[src/rtl/core/gbc_pkg.sv]
package gbc_pkg;

    localparam int MAX_CALIB_SAMPLES = 255;
    localparam int NUM_AXES          = 3;
    localparam int DIV_STEPS         = 24;

    localparam logic       FUNC_MEAS   = 1'b0;
    localparam logic       FUNC_CAL    = 1'b1;
    localparam logic       KIND_MEAS   = 1'b0;
    localparam logic       KIND_STATUS = 1'b1;

    localparam logic [7:0] REG_CALIB_TOTAL = 8'd0;
    localparam logic [7:0] REG_MIN_VALID   = 8'd1;
    localparam logic [7:0] REG_GYRO_SCALE  = 8'd2;
    localparam logic [7:0] REG_ACCEL_SCALE = 8'd3;

    typedef enum logic [1:0] {
        ST_IDLE,
        ST_MUL,
        ST_DIV,
        ST_FIN
    } gbc_state_t;

    // per-axis lane controls, issued by the sequencer in the top level
    typedef struct packed {
        logic       capture;
        logic       cal_add;
        logic       end_run;
        logic       div_load;
        logic       div_step;
        logic       bias_clear;
        logic       bias_write;
        logic [7:0] divisor;
    } gbc_lane_ctl_t;

endpackage

[src/rtl/core/gbc_merge.sv]
module gbc_merge (
    input  logic          aclk,
    input  logic          aresetn,
    input  logic          load,
    input  logic          kind,
    input  logic          calibrated,
    input  logic [2:0][31:0] rate,
    input  logic [2:0][31:0] lin_acc,
    output logic          ready,
    output logic          m_tvalid,
    input  logic          m_tready,
    output logic [199:0]  m_tdata,   // calibrated, rate_x, rate_y, rate_z, lin_acc_x/y/z, pad
    output logic          m_tuser    // result_kind
);
    import gbc_pkg::*;

    logic         valid_reg;
    logic [199:0] data_reg;
    logic         user_reg;
    logic [199:0] data_next;

    assign ready = !valid_reg || m_tready;

    always_comb begin
        data_next = '0;
        data_next[0] = calibrated;
        if (kind == KIND_MEAS) begin
            data_next[32:1]    = rate[0];
            data_next[64:33]   = rate[1];
            data_next[96:65]   = rate[2];
            data_next[128:97]  = lin_acc[0];
            data_next[160:129] = lin_acc[1];
            data_next[192:161] = lin_acc[2];
        end
    end

    always_ff @(posedge aclk) begin
        if (!aresetn) begin
            valid_reg <= 1'b0;
        end else if (ready) begin
            valid_reg <= load;
        end
    end

    always_ff @(posedge aclk) begin
        if (ready && load) begin
            data_reg <= data_next;
            user_reg <= kind;
        end
    end

    assign m_tvalid = valid_reg;
    assign m_tdata  = data_reg;
    assign m_tuser  = user_reg;

endmodule
[config.mk]
export PLATFORM = sky130hd
export DESIGN_NAME = gbc_merge
export DESIGN_NICKNAME = d
export VERILOG_FILES = /design/src/rtl/core/gbc_pkg.sv /design/src/rtl/core/gbc_merge.sv
export SDC_FILE = /design/constraint.sdc
export NUM_CORES = 1
export LEC_CHECK = 0
export BUFFER_PORTS_ARGS = -buffer_cell sky130_fd_sc_hd__buf_4
export CORE_AREA = 2 2 155 157
export DETAILED_ROUTE_END_ITERATION = 16
export DIE_AREA = 0 0 157 159
export HOLD_SLACK_MARGIN = 0.03
export SYNTH_ARGS = -nofsm -noshare
export SYNTH_HDL_FRONTEND = slang
export SYNTH_SLANG_ARGS = --single-unit
[constraint.sdc]
create_clock -name aclk -period 5.5 [get_ports aclk]
set_input_delay 0.275 -clock aclk [delete_from_list [all_inputs] [get_ports aclk]]
set_output_delay 0.275 -clock aclk [all_outputs]
set_load 0.005 [all_outputs]
==> run_results.csv <==
group,metric,value,unit
sta,fmax,0.544,GHz
sta,whs,0.0932,ns
clock_network,htreeDepth,4,
worst_hold_path,hold_path.class,"in -> reg",
finish,final_util,47.9,%
yosys,ys_seq_area_share,80.8,%
clock_network,cts_buffers,17,
worst_setup_path,crit_type,"reg -> reg",
global_route,antenna_found_initial,2,
die,rows,56,
worst_setup_path,worst_ep_required_time,5.55,ns
detailed_routing,vias,4656,
die,start_util,31.2,%
clock_network,cts_tree,"yes",
sta,rsz0062_at_grt,"false",
detailed_routing,ant_nets,0,
detailed_routing,wl_per_cell,16.3,µm
global_route,grt_max_degree,128,
die,die_width,157,µm
outcome,outcome,"completed",
global_route,grt_pass1_wl,27.2,mm
detailed_routing,initialDrtViolationCount,226,
finish,syn2layout_area_growth,53.5,%
pwr,ir_drop,0.166,mV
place,dpl.hpwl,13.2,mm
yosys,ys_seq_elements,195,
clock_network,cts_buffer_depth,2,
pwr,pwr-share-comb,11.1,%
worst_setup_path,crit_slowest_cell,"buf_4",
pwr,p_per_area,308,nW/µm²
clock_network,cts-root-buf,"clkbuf_16",
sta,finClkSkew,0.0180,ns
worst_setup_path,cp-start-kind,"register",
yosys,yosys_warnings,0,
place,place_congestion,0.750,
pwr,seqPwrFrac,51.9,%
global_route,gr-total-overflow,0,
die,core-area,23200,µm²
global_route,grt_pass1_vias,4772,
finish,fill_cells,2091,
job,maxCapViolCount,0,
worst_setup_path,cp-end-kind,"register",
worst_setup_path,r2r-end,"m_tdata[119]",
global_route,grt_use_total,14.6,%
sta,tns,0,ns
worst_setup_path,reg2regPathDepth,3,
pwr,power,3.42,mW
detailed_routing,drc,0,
sta,slew_viol_final,0,
place,port_buffers,393,
pwr,p_leak,4.62,nW
worst_setup_path,cp_slowest_stage_delay,0.77,ns
yosys,ys_types,11,
yosys,syn_area_per_cell,17.2,µm²
worst_hold_path,min_path_cells,3,
finish,fin_nets,1012,
die,die_h,159,µm
sta,setup_viol,0,
sta,max_slew_margin,29.8,%
sta,fin_crit,1.84,ns
die,fp.dieArea,25000,µm²
pwr,p_clk_share,37.0,%
worst_setup_path,crit_fanout,80,
worst_setup_path,r2r_setup_slack,3.66,ns
worst_setup_path,regToRegStartpoint,"m_tvalid",
finish,drive_above_1_share,51.8,%
worst_hold_path,holdPathEnd,"m_tvalid",
detailed_routing,viasPerCell,4.06,
finish,multi_input_area,1250,µm²
pwr,switching_power,0.786,mW
clock_network,path_clk_slew,0.08,ns
pwr,p_int,2.63,mW
sta,hold_viol,0,
detailed_routing,routed_wl,18.7,mm
clock_network,cts_sinks,195,
worst_hold_path,hp-start,"load",
detailed_routing,dr.pass1.iters,4,
worst_setup_path,arrival,1.88,ns
sta,fin_ws,3.66,ns
die,io-pin-count,401,
pwr,sw_frac_of_total,23.0,%
yosys,syn_area,7230,µm²
finish,ff_latch_area,5850,µm²
place,place_ws,3.32,ns
sta,finalCritPeriodShare,33.4,%
clock_network,clkLatencyLatePin,0.44,ns
yosys,synthCells,420,
sta,worstMarginPinSlew,1.05,ns
worst_setup_path,crit_chain,"nand2b_1, and2_4, buf_4",
## Yosys cell counts
master	n	area (µm²)
and2_1	1	6.26
buf_4	7	52.6
nand2b_1	1	6.26
clkbuf_1	1	3.75
conb_1	1	3.75
nor2b_1	192	1200
dfxtp_1	1	20.0
inv_1	1	3.75
buf_2	20	100
a21boi_0	1	7.51
edfxtp_1	194	5830
## critical path: cells and delay by family (launching register included)
kind | cells | cell delay [ns]
buffers and inverters | 1 | 0.77
DFF | 1 | 0.33
and+or+nand+nor | 2 | 0.28
## metal layers
metal / track usage, % / share of wire (%)
met5: 0 / 0
met4: 6.05 / 2.4
met3: 6.45 / 10
met2: 24.8 / 50
met1: 15.8 / 37
## cells by family after synthesis
kind of cell	count (synthesis)	share of synthesized area [%]
AOI/OAI and AO/OA	1	0.104
buffers and inverters	29	2.21
DFF	195	80.8
other	1	0.0519
and+or+nand+nor	194	16.8
## power by group through the flow
stage / Sequential [mW] / Combinational [mW] / Clock [mW]
2_1_floorplan: 1.83 / 0.0972 / 0
3_3_place_gp: 1.81 / 0.384 / 0
3_5_place_dp: 1.81 / 0.387 / 0
4_1_cts: 1.78 / 0.388 / 1.31
5_1_grt: 1.79 / 0.412 / 1.37
6_report: 1.78 / 0.379 / 1.26
## worst max-delay path by stage
stage             start           end  slack, ns  depth (start not counted)
2_1_floorplan  m_tvalid    m_tdata[0]       0.06                          2
3_3_place_gp       kind   m_tdata[59]       3.38                          3
3_5_place_dp       kind   m_tdata[14]       3.32                          3
4_1_cts        m_tvalid  m_tdata[119]       3.67                          3
5_1_grt        m_tvalid  m_tdata[122]       3.59                          3
6_report       m_tvalid  m_tdata[119]       3.66                          3
## stage by stage
stage	instance area (µm²)	instances
6_report	11100	1148
5_1_grt	11100	1147
4_1_cts	11100	1146
3_5_place_dp	10500	1113
3_3_place_gp	10500	1113
2_1_floorplan	7250	426
## timing repair
| action | 4_1_cts | 5_1_grt |
|---|---|---|
| endpoints found under the hold margin | 1 | 0 |
| buffers inserted | 0 | 0 |
| resized for setup | 0 | 0 |
| hold buffers | 1 | 0 |
## layout by cell type (no fill, tap or decap)
cell type      Yosys  final
a21boi_0           1      1
and2_4             0      1
buf_12             0      1
buf_4              7    394
buf_6              0      1
bufinv_16          0      1
clkbuf_1           1      1
clkbuf_16          0     17
clkinv_2           0      1
clkinv_4           0      1
clkinv_8           0      4
conb_1             1      7
dfxtp_1            1      1
diode_2            0      2
dlygate4sd3_1      0      1
edfxtp_1         194    194
inv_1              1      1
inv_6              0      7
nand2b_1           1      1
nor2b_1          192    192
## sequential cells by signal (all words and copies together), names as in the netlist
signal and cells:
m_tvalid 1, m_tdata 193, m_tuser 1
## layout make-up
| cell class | count | area share [%] |
|---|---|---|
| diodes | 2 | 0.0451 |
| well taps | 319 | 3.60 |
| flip-flops and latches | 195 | 52.7 |
| clock buffers | 18 | 3.87 |
| multi-input cells | 202 | 11.3 |
| clock inverters | 14 | 1.53 |
| inverters | 1 | 0.0338 |
| repair buffers | 397 | 27.0 |
Power figures use the tool's default switching activity.
