--- config.mk ---
export PLATFORM = sky130hd
export DESIGN_NAME = gbc_lane
export DESIGN_NICKNAME = d
export VERILOG_FILES = /design/src/rtl/core/gbc_pkg.sv /design/src/rtl/core/gbc_lane.sv
export SDC_FILE = /design/constraint.sdc
export NUM_CORES = 2
export LEC_CHECK = 0
export BUFFER_PORTS_ARGS = -buffer_cell sky130_fd_sc_hd__clkbuf_2
export CAP_MARGIN = 20
export CORE_MARGIN = 1
export CORE_UTILIZATION = 39
export CTS_CLUSTER_SIZE = 25
export DETAILED_ROUTE_END_ITERATION = 10
export REMOVE_ABC_BUFFERS = 1
export SKIP_CTS_REPAIR_TIMING = 1
export SYNTH_ARGS = -nofsm -noshare
export SYNTH_HDL_FRONTEND = slang
export SYNTH_SLANG_ARGS = --single-unit
export TNS_END_PERCENT = 5
--- constraint.sdc ---
create_clock -name aclk -period 24.7 [get_ports aclk]
set_clock_uncertainty 0.15 [all_clocks]
set_input_delay 4.94 -clock aclk [delete_from_list [all_inputs] [get_ports aclk]]
set_output_delay 4.94 -clock aclk [all_outputs]
set_load 0.01 [all_outputs]
--- src/rtl/core/gbc_pkg.sv ---
package gbc_pkg;

    localparam int MAX_CALIB_SAMPLES = 255;
    localparam int NUM_AXES          = 3;
    localparam int DIV_STEPS         = 24;

    localparam logic       FUNC_MEAS   = 1'b0;
    localparam logic       FUNC_CAL    = 1'b1;
    localparam logic       KIND_MEAS   = 1'b0;
    localparam logic       KIND_STATUS = 1'b1;

    localparam logic [7:0] REG_CALIB_TOTAL = 8'd0;
    localparam logic [7:0] REG_MIN_VALID   = 8'd1;
    localparam logic [7:0] REG_GYRO_SCALE  = 8'd2;
    localparam logic [7:0] REG_ACCEL_SCALE = 8'd3;

    typedef enum logic [1:0] {
        ST_IDLE,
        ST_MUL,
        ST_DIV,
        ST_FIN
    } gbc_state_t;

    // per-axis lane controls, issued by the sequencer in the top level
    typedef struct packed {
        logic       capture;
        logic       cal_add;
        logic       end_run;
        logic       div_load;
        logic       div_step;
        logic       bias_clear;
        logic       bias_write;
        logic [7:0] divisor;
    } gbc_lane_ctl_t;

endpackage

--- src/rtl/core/gbc_lane.sv ---
module gbc_lane (
    input  logic                  aclk,
    input  logic                  aresetn,
    input  gbc_pkg::gbc_lane_ctl_t ctl,
    input  logic signed [15:0]    gyro_in,
    input  logic signed [7:0]     accel_in,
    input  logic        [23:0]    gyro_scale,
    input  logic        [23:0]    accel_scale,
    output logic        [31:0]    rate,
    output logic        [31:0]    lin_acc
);
    import gbc_pkg::*;

    logic signed [15:0] diff_reg;
    logic signed [7:0]  acc_reg;
    logic signed [23:0] sum_reg;
    logic signed [15:0] bias_reg;
    logic        [7:0]  rem_reg;
    logic        [23:0] quo_reg;
    logic               neg_reg;

    logic signed [23:0] sum_add;
    logic signed [23:0] sum_used;
    logic        [23:0] sum_mag;
    logic        [8:0]  rem_sh;
    logic               ge;
    logic        [8:0]  rem_step;
    logic        [23:0] quo_step;
    logic        [15:0] bias_div;
    logic signed [40:0] gprod;
    logic signed [32:0] aprod;

    always_comb begin
        sum_add  = sum_reg + {{8{gyro_in[15]}}, gyro_in};
        sum_used = ctl.cal_add ? sum_add : sum_reg;
        sum_mag  = sum_used[23] ? (~sum_used + 24'd1) : sum_used;
        // restoring divide, one quotient bit per step
        rem_sh   = {rem_reg, quo_reg[23]};
        ge       = (rem_sh >= {1'b0, ctl.divisor});
        rem_step = ge ? (rem_sh - {1'b0, ctl.divisor}) : rem_sh;
        quo_step = {quo_reg[22:0], ge};
        bias_div = neg_reg ? (~quo_step[15:0] + 16'd1) : quo_step[15:0];
        gprod    = diff_reg * $signed({1'b0, gyro_scale});
        aprod    = acc_reg * $signed({1'b0, accel_scale});
    end

    assign rate    = gprod[39:8];
    assign lin_acc = aprod[31:0];

    always_ff @(posedge aclk) begin
        if (!aresetn) begin
            sum_reg  <= '0;
            bias_reg <= '0;
        end else begin
            if (ctl.end_run) begin
                sum_reg <= '0;
            end else if (ctl.cal_add) begin
                sum_reg <= sum_add;
            end
            if (ctl.bias_clear) begin
                bias_reg <= '0;
            end else if (ctl.bias_write) begin
                bias_reg <= bias_div;
            end
        end
    end

    always_ff @(posedge aclk) begin
        if (ctl.capture) begin
            diff_reg <= gyro_in - bias_reg;
            acc_reg  <= accel_in;
        end
        if (ctl.div_load) begin
            quo_reg <= sum_mag;
            neg_reg <= sum_used[23];
            rem_reg <= '0;
        end else if (ctl.div_step) begin
            quo_reg <= quo_step;
            rem_reg <= rem_step[7:0];
        end
    end

endmodule

==> summary.md <==
| Metric | Value |
|---|---|
| Sequential area share after synthesis | `9.631%` |
| # placed instances | `3785` |
| Die H | `256.5 µm` |
| Hold Fails Final Rpt | `0` |
| Post-synth ARST share | `0%` |
| Synth Area in XOR/XNOR | `4.092%` |
| Die Wd | `256.5 µm` |
| Most used cell, CP | `fa_1` |
| Clk_lat worst skew | `0.37 ns` |
| Vias per cell | `4.967` |
| Worst hold stages | `2` |
| Synth Register Bits | `97` |
| Mapped Area | `0.02525 mm²` |
| Post-synth top flop | `edfxtp_1` |
| Post-route DRC violation count | `0` |
| Area Overhead vs Synth | `7.357%` |
| Pin count of the biggest net entering global routing | `44` |
| Nets | `3730` |
| Clock sink count | `97` |
| Critical Path Sink Type | `output pin` |
| Main combinational cell family by area after synthesis | `adder cells` |
| Critical Path RT | `19.61 ns` |
| Ant diodes | `0` |
| CTS max path bufs | `2` |
| CP max stage cell | `a31oi_1` |
| Syn Inst Count | `2876` |
| Relative slew margins | `24.00%` |
| Antenna Nets Post-Route | `0` |
| CP Class | `input port to output pin` |
| Mux share of post-synthesis cell area | `1.457%` |
| Root buffer cell | `clkbuf_16` |
| Overflow after GRT | `0` |
| IO Pins | `153` |
| Hold Startpoint | `bias_reg[11]$_SDFFE_PP0P_` |
| Setup TNS | `0 ns` |
| R2R cell count | `15` |
| Crit path DAT | `12.11 ns` |
| Initial antenna violation count | `0` |
| DR vias | `18.88k` |
| Synth cell types | `82` |
| Worst-Margin Slew | `1.140 ns` |
| Fin crit share | `69.65%` |
| TritonCTS buffer count | `9` |
| Status | `finished, final reports clean` |
| Critical Path Max Stage Delay | `0.65 ns` |
| Final non-filler cell total | `3801` |
| DRT Pass-1 Iters | `5` |
| CP max FO | `16` |
| Initial core utilization | `39.74%` |
| Max cap viols | `0` |
| DRT iter0 DRCs | `829` |
| Number of synthesized flops with an enable pin | `49` |
| Synth Area in Compound Gates | `8.522%` |
| Clock slew at the register clock pins of the worst setup and hold paths | `0.07 ns` |
| Core Area | `0.06354 mm²` |
| Final number of max-transition violations | `0` |
| Share of layout cells above drive strength 1 | `7.817%` |
| First-pass GRT wire length | `101000 µm` |
| Final setup viols | `0` |
| Worst Setup Start Kind | `input port` |
| F_max | `58.13 MHz` |
| Die area | `0.06578 mm²` |
| Post-synthesis simple-gate area fraction | `18.32%` |
| GRT Util Overall | `18.99%` |
| CTS tree | `built` |
| Rows | `92` |
| Number of H-tree levels | `3` |
| Worst min path class | `register to register` |
| WL final | `60520 µm` |
| Minimum clock period | `17.20 ns` |
| Vias in the first global route | `19.77k` |
| Crit. Startpoint | `gyro_scale[7]` |
| IO buf count | `152` |
| Wirelength per Cell | `15.92 µm` |
| Adder-Cell Fraction of Synth Area | `47.34%` |
| Critical Path, Cell by Cell | `clkbuf_2, nand2_1, fa_1, inv_1, fa_1, inv_1, fa_1, inv_1, fa_1, fa_1, fa_1, ha_1, a21o_1, a2111oi_0, o211ai_1, a31oi_1, o211ai_1, buf_4, a31oi_1, o21ai_0, o41ai_1, xnor2_1, clkbuf_2` |
| Unrepaired setup endpoints after global routing | `false` |
| DP Wirelength | `48810 µm` |
| Placer Congestion | `0.8408` |
| Yosys warnings | `0` |
| Syn Area/Cell | `8.781 µm²` |
| Reg2reg start | `rem_reg[0]$_SDFFE_PP0P_` |
-- path summary, 6_finish.rpt --
| path | end | slack (ns) |
|---|---|---|
| worst max-delay path | rate[31] | 7.50 |
| worst min register to register | bias_reg[11]$_SDFFE_PP0P_ | 0.32 |
| worst max register to register | bias_reg[10]$_SDFFE_PP0P_ | 20.48 |
| worst min-delay path | bias_reg[11]$_SDFFE_PP0P_ | 0.32 |
-- cell type report --
type | count | area [µm²]
Inverter | 611 | 2293
Timing Repair Buffer | 166 | 865.8
Clock buffer | 9 | 225.2
Clock inverter | 7 | 100.1
Tap cell | 846 | 1059
Fill cell | 6441 | 36430
Multi-Input combinational cell | 2065 | 20140
Sequential cell | 97 | 2432
-- cells by family after synthesis --
family          Yosys count
compound gates          307
xor+xnor                118
fa+ha+maj               691
buf+inv                 714
flops                    97
mux                      32
simple gates            917
-- stage by stage --
| stage | util [%] | setup slack [ns] | cell area, µm² | hold slack, ns |
|---|---|---|---|---|
| after global placement | 42.16 | 7.600 | 26790 | 0.2901 |
| final | 42.67 | 7.498 | 27110 | 0.3174 |
| after detailed placement | 42.16 | 7.495 | 26790 | 0.3059 |
| after CTS | 42.67 | 7.473 | 27110 | 0.3236 |
| after floorplan | - | 9.053 | 24860 | 0.2750 |
| after global routing | 42.67 | 7.080 | 27110 | 0.3432 |
-- cell usage in the layout (no fill, tap or decap), drive strengths merged, types with 47 or more instances in the layout --
master and instances:
ha 250, fa 441, and2 279, o21ai 61
nand2b 47, nand2 323, dfxtp 48, xnor2 79
inv 613, a21oi 61, edfxtp 49, clkbuf 161
nor2 119
-- metal layers --
layer / global-route usage [%] / share of wire, % / vias up
met5: 0 / 0 / -
met2: 33.91 / 50 / 263
li1: - / - / 9083
met3: 1.394 / 2.8 / 42
met1: 25.15 / 45 / 9491
met4: 3.902 / 1.7 / 0
-- cell usage after synthesis (5+ instances only) --
| cell type | n | area (µm²) |
|---|---|---|
| nand2_1 | 323 | 1212 |
| a31oi_1 | 17 | 106.4 |
| a2111oi_0 | 7 | 61.31 |
| and3_1 | 18 | 112.6 |
| dfxtp_1 | 48 | 960.9 |
| and2_1 | 279 | 1745 |
| o41ai_1 | 5 | 43.79 |
| ha_1 | 250 | 3128 |
| clkbuf_1 | 95 | 356.6 |
| a21o_1 | 31 | 232.7 |
| nor3_1 | 26 | 130.1 |
| or2_2 | 5 | 31.28 |
| or3_1 | 13 | 81.33 |
| a21boi_0 | 7 | 52.55 |
| o21a_1 | 17 | 127.6 |
| nand4_1 | 6 | 37.54 |
| edfxtp_1 | 49 | 1471 |
| o21ai_0 | 56 | 280.3 |
| a41oi_1 | 5 | 43.79 |
| o21bai_1 | 5 | 37.54 |
| nand3_1 | 26 | 130.1 |
| fa_1 | 441 | 8828 |
| o21ai_1 | 5 | 25.02 |
| nor2_1 | 119 | 446.7 |
| xnor2_1 | 79 | 691.9 |
| a21oi_1 | 60 | 300.3 |
| a211oi_1 | 25 | 187.7 |
| nand2b_1 | 47 | 294.0 |
| nor4_1 | 6 | 37.54 |
| o31ai_1 | 11 | 82.58 |
| mux2_2 | 20 | 225.2 |
| a311oi_1 | 7 | 61.31 |
| nand3b_1 | 11 | 82.58 |
| inv_1 | 611 | 2293 |
| xor2_1 | 39 | 341.6 |
| mux2i_1 | 9 | 90.09 |
| nor2b_1 | 22 | 137.6 |
| o211ai_1 | 8 | 60.06 |
| a31o_2 | 5 | 43.79 |
-- critical path, delay by kind of cell --
kind | cells | cell delay (ns)
and+or+nand+nor | 1 | 0.15
adders and majority gates | 7 | 3.34
xor gates and xnor gates | 1 | 0.16
buffers and inverters | 6 | 0.88
AOI/OAI and AO/OA | 8 | 2.64
Power is not shown: default switching activity piles up to over one toggle a cycle in this logic, so the estimate is an artifact.
